[src/assert_macros.svh]
// Assertion helpers shared by the filter modules.
// Both expect signals named clk and rst_n in the module that uses them.
`ifndef ASSERT_MACROS_SVH
`define ASSERT_MACROS_SVH

// Same-cycle implication
`define BF3_ASSERT_NOW(label, ante, cons, msg) \
    label: assert property (@(posedge clk) disable iff (!rst_n) (ante) |-> (cons)) \
        else $error(msg);

// Next-cycle implication
`define BF3_ASSERT_NEXT(label, ante, cons, msg) \
    label: assert property (@(posedge clk) disable iff (!rst_n) (ante) |=> (cons)) \
        else $error(msg);

`endif

[src/bf3_pkg.sv]
`timescale 1ns / 1ps
package bf3_pkg;

    localparam int MAX_WIDTH            = 2048;
    localparam int RANGE_TABLE_DEPTH    = 4096;
    localparam int WEIGHT_FRACTION_BITS = 16;
    localparam int WINDOW_SIZE          = 9;

    localparam int LINE_AW  = $clog2(MAX_WIDTH);
    localparam int TAB_AW   = $clog2(RANGE_TABLE_DEPTH);
    localparam int WEIGHT_W = WEIGHT_FRACTION_BITS + 1;
    localparam int D2_W     = 18;
    localparam int SUM_W    = WEIGHT_W + 4;
    localparam int NUM_W    = WEIGHT_W + 8 + 4;
    localparam int REM_W    = NUM_W + 1;
    localparam int QUO_W    = 9;
    localparam int COL_W    = 11;
    localparam int ROW_W    = 12;
    localparam int CFG_W    = 13;
    localparam int PIX_W    = 24;

    // column limit: the smaller of the line store and the column field
    localparam int COL_LIMIT = (MAX_WIDTH < 2048) ? MAX_WIDTH : 2048;
    localparam int ROW_LIMIT = 4096;

    // exp(-1/200) in Q40, split in two 20-bit halves
    localparam logic [40:0] EXP_STEP_Q40 = 41'd1094027790655;
    localparam logic [19:0] EXP_HI = 20'(EXP_STEP_Q40 >> 20);
    localparam logic [19:0] EXP_LO = 20'(EXP_STEP_Q40 & 41'hFFFFF);

    // configuration register indexes
    localparam logic CFG_IMAGE_WIDTH  = 1'b0;
    localparam logic CFG_IMAGE_HEIGHT = 1'b1;

    typedef logic [WEIGHT_W-1:0] weight_t;
    typedef logic [PIX_W-1:0]    pixel_t;

    typedef struct packed {
        logic       accept;
        logic       shift;
        logic       clear;
        logic       issue;
        logic [3:0] issue_k;
        logic       div_load;
        logic       div_step;
        logic [3:0] div_i;
        logic       out_load;
    } bf3_cmd_t;

    typedef struct packed {
        logic table_ready;
        logic emit;
        logic out_room;
    } bf3_status_t;

    // spatial table index dx^2+dy^2 of a window slot
    function automatic logic [1:0] spatial_index(logic [3:0] k);
        logic [1:0] idx;
        case (k)
            4'd4:                      idx = 2'd0;
            4'd1, 4'd3, 4'd5, 4'd7:    idx = 2'd1;
            default:                   idx = 2'd2;
        endcase
        return idx;
    endfunction

endpackage

[src/bf3_ctrl.sv]
`timescale 1ns / 1ps
`include "assert_macros.svh"
module bf3_ctrl (
    input  logic                  clk,
    input  logic                  rst_n,
    input  logic                  in_valid,
    output logic                  in_stall,
    output bf3_pkg::bf3_cmd_t     cmd,
    input  bf3_pkg::bf3_status_t  status
);
    import bf3_pkg::*;

    typedef enum logic [2:0] {
        ST_INIT,
        ST_IDLE,
        ST_SHIFT,
        ST_ACCUM,
        ST_DRAIN,
        ST_DIV_LOAD,
        ST_DIV,
        ST_DONE
    } state_t;

    state_t     state_reg;
    logic [3:0] cnt_reg;

    // state and step counter
    always_ff @(posedge clk or negedge rst_n)
    begin
        if (!rst_n)
        begin
            state_reg <= ST_INIT;
            cnt_reg   <= '0;
        end
        else
        begin
            case (state_reg)
                ST_INIT:
                    if (status.table_ready)
                        state_reg <= ST_IDLE;
                ST_IDLE:
                    if (in_valid)
                        state_reg <= ST_SHIFT;
                ST_SHIFT:
                begin
                    cnt_reg   <= '0;
                    state_reg <= status.emit ? ST_ACCUM : ST_IDLE;
                end
                ST_ACCUM:
                begin
                    if (cnt_reg == 4'(WINDOW_SIZE - 1))
                    begin
                        cnt_reg   <= '0;
                        state_reg <= ST_DRAIN;
                    end
                    else
                    begin
                        cnt_reg <= cnt_reg + 1'b1;
                    end
                end
                ST_DRAIN:
                begin
                    cnt_reg <= cnt_reg + 1'b1;
                    if (cnt_reg == 4'd2)
                        state_reg <= ST_DIV_LOAD;
                end
                ST_DIV_LOAD:
                begin
                    cnt_reg   <= 4'(QUO_W - 1);
                    state_reg <= ST_DIV;
                end
                ST_DIV:
                begin
                    cnt_reg <= cnt_reg - 1'b1;
                    if (cnt_reg == '0)
                        state_reg <= ST_DONE;
                end
                ST_DONE:
                    if (status.out_room)
                        state_reg <= ST_IDLE;
                default:
                    state_reg <= ST_INIT;
            endcase
        end
    end

    // decode commands
    always_comb
    begin
        cmd          = '0;
        cmd.accept   = (state_reg == ST_IDLE) && in_valid;
        cmd.shift    = (state_reg == ST_SHIFT);
        cmd.clear    = (state_reg == ST_SHIFT);
        cmd.issue    = (state_reg == ST_ACCUM);
        cmd.issue_k  = cnt_reg;
        cmd.div_load = (state_reg == ST_DIV_LOAD);
        cmd.div_step = (state_reg == ST_DIV);
        cmd.div_i    = cnt_reg;
        cmd.out_load = (state_reg == ST_DONE) && status.out_room;
    end

    assign in_stall = (state_reg != ST_IDLE);

    `BF3_ASSERT_NOW(a_issue_in_window, cmd.issue, cnt_reg <= 4'(WINDOW_SIZE - 1),
        "neighbour index beyond the window")
    `BF3_ASSERT_NEXT(a_accept_then_shift, cmd.accept, state_reg == ST_SHIFT,
        "accepted item not shifted in")

endmodule

[config.mk]
export PLATFORM = sky130hd
export DESIGN_NAME = bf3_ctrl
export DESIGN_NICKNAME = d
export VERILOG_FILES = /design/src/bf3_pkg.sv /design/src/bf3_ctrl.sv
export VERILOG_INCLUDE_DIRS = /design/src /design/src/src
export SDC_FILE = /design/constraint.sdc
export NUM_CORES = 1
export LEC_CHECK = 0
export BUFFER_PORTS_ARGS = -buffer_cell sky130_fd_sc_hd__buf_2
export CELL_PAD_IN_SITES_DETAIL_PLACEMENT = 1
export CELL_PAD_IN_SITES_GLOBAL_PLACEMENT = 1
export CORE_MARGIN = 4
export CORE_UTILIZATION = 34
export DETAILED_ROUTE_END_ITERATION = 16
export PLACE_DENSITY_LB_ADDON = 0.1
export SYNTH_ARGS = -nofsm -noshare
export SYNTH_HDL_FRONTEND = slang
export SYNTH_SLANG_ARGS = --single-unit
[constraint.sdc]
create_clock -name clk -period 2.45 [get_ports clk]
set_clock_uncertainty 0.2 [all_clocks]
set_input_delay 0.3675 -clock clk [delete_from_list [all_inputs] [get_ports clk]]
set_output_delay 0.3675 -clock clk [all_outputs]
set_load 0.02 [all_outputs]
==> impl_metrics.ini <==
[run_status]
status = completed

[layout]
syn_to_final_growth_pct = 16.2
nNetsFinal = 111
drive_gt1_frac = 0.297
most-common-layout-cells = buf_2 (21), nor2_1 (12), a21oi_1 (8), dfrtp_1 (7)
largest_reg_flops = 4
diodes = 0
mostFrequentLayoutCell = buf_2

[route]
wl_per_cell_um = 14.8
firstDrtPassIters = 2
ant_nets = 0
routed_via_density = 5.22
drc_errors = 0
routed_wl_mm = 1.86
drtIter0Drc = 6
num_vias = 658

[timing]
fin_tns_setup_ns = 0
min_period_ns = 2.08
rsz0062_at_grt = no
max_freq_ghz = 0.482
slew_violations = 0
setup_viol = 0
fin_crit_sh = 0.848
tightest_slew_ns = 0.613
maxSlewHeadroom = 0.592
final-hold-violation-count = 0

[hold_path]
hp-class = input port to flip-flop

[global_routing]
use_met2 = 0.262
use_met3 = 0.0513
grt_pass1_wl_mm = 3.21
grt.met1_usage = 0.203
top_usage_layer = met2
gr-usage-all-layers = 0.158
antenna_found_initial = 0
grt_max_degree = 21
grt_pass1_vias = 684
grt.overflow.total = 0

[floorplan]
dieArea_um2 = 2730
io_pins = 22
start_util = 0.373
core-area_um2 = 1780
die_w_um = 52.2
rows = 15
die_h_um = 52.2

[cts]
cts.path.max_buffers = 2
clk_pin_slew_ns = 0.06
ctsHoldBuffers = 1
cts_max_level = 1
clock-sinks = 7
cts_tree = yes
insertion_delay_ns = 0.26
clockRootBuffer = clkbuf_4
cts_buffers = 3
cts_resized = 0
post_cts_buffers = 0

[yosys]
synth-edff-count = 0
synth.area.top_cells = dfrtp_1 (26%), nor2_1 (6.8%), a21oi_1 (6.0%)
ys_warn_count = 0
synthCells = 84
ys_ff_latch = 7
yosysSeqAreaShare = 0.263
synth_ff_type = dfrtp_1
synth_nets = 93
yosys.area.top_type_share = 0.263
syn_area_um2 = 666
async_flop_share = 1.00
yosysUniqueCellTypes = 35
synth_area_leader_cell = dfrtp_1
syn_area_per_cell_um2 = 7.92

[critical_path]
crit_type = flip-flop to output port
path_max_fanout = 13
r2r-start = cnt_reg[1]
r2r_slack_ns = 0.62
endpoint = cmd[0]
cp-end-kind = output port
reg2reg_depth = 6
start_kind = flip-flop
startpoint = state_reg[1]
cp.arrival_ns = 1.51
cp_data_required_time_ns = 1.88
rr_endpoint = cnt_reg[1]

[place]
io_buffers = 21
gp_congestion = 0.756
place_hpwl_mm = 1.34

[pwr]
leakagePower_uw = 0.000372
power_density_nw_per_um2 = 1600
irDropWorstVdd_mv = 0.640
total_power_uw = 1230

[flow_run]
drv_cap = 0
==> worst min path at each step <==
| stage | startpoint | endpoint | slack [ns] | cells past startpoint |
|---|---|---|---|---|
| after floorplan | rst_n | cnt_reg[0] | -0.13 | 0 |
| after global placement | rst_n | cnt_reg[2] | 0.02 | 1 |
| after detailed placement | rst_n | cnt_reg[2] | 0.03 | 1 |
| after CTS | status[1] | state_reg[1] | 0.23 | 3 |
| after global routing | status[1] | state_reg[1] | 0.26 | 3 |
| final | status[1] | state_reg[1] | 0.22 | 3 |
==> metal layers <==
metal	wire [um]	vias to the layer above
li1	-	326
met1	858	317
met2	920	12
met3	73	3
met4	8	0
met5	0	-
==> final cells by class <==
| class | count | area (um2) |
|---|---|---|
| timing repair buffer | 24 | 130 |
| sequential | 7 | 175 |
| multi-input combinational | 62 | 395 |
| clock buffer | 4 | 26.3 |
| inverter | 4 | 15.0 |
| tap | 25 | 31.3 |
| fill | 242 | 1010 |
==> metrics by stage <==
step | cells | hold slack [ns] | setup slack, ns | utilization | cell area [um2]
final | 126 | 0.221 | 0.373 | 0.434 | 773
after global routing | 126 | 0.264 | 0.240 | 0.434 | 773
after CTS | 126 | 0.225 | 0.372 | 0.434 | 773
after detailed placement | 121 | 0.0290 | 0.619 | 0.413 | 737
after global placement | 121 | 0.0243 | 0.681 | 0.413 | 737
after floorplan | 84 | -0.128 | 0.561 | - | 666
==> synth_stat cells, types with 2 or more instances <==
cell and count:
a211oi_1 2, a21oi_1 8, a221oi_1 2, and3_1 2
buf_2 4, buf_4 5, buf_6 2, dfrtp_1 7
ha_1 3, inv_1 3, mux2i_1 2, nand2_1 3
nand2b_1 3, nand3b_1 2, nor2_1 12, nor2b_1 3
nor3_1 2, o21ai_0 2
==> kinds of logic (layout without fill, tap and decap cells) <==
logic type / Yosys count / after routing / share of synthesized area
AOI/OAI and AO/OA: 21 / 21 / 0.207
xor gates and xnor gates: 1 / 1 / 0.0132
adders and majority gates: 3 / 3 / 0.0564
buffers and inverters: 15 / 32 / 0.143
DFF: 7 / 7 / 0.263
muxes: 2 / 2 / 0.0301
and+or+nand+nor: 35 / 35 / 0.288
==> power by group <==
group / internal (uW) / switching, uW / total (uW)
clock: 62.8 / 52.9 / 116
sequential: 174 / 166 / 341
combinational: 322 / 456 / 778
==> critical path: stages, from the launching register on <==
cell and delay, ns:
dfrtp_1 0.64, and2_1 0.25, and3_1 0.19, buf_2 0.17
Note: power is estimated with default switching activity, not from simulation.
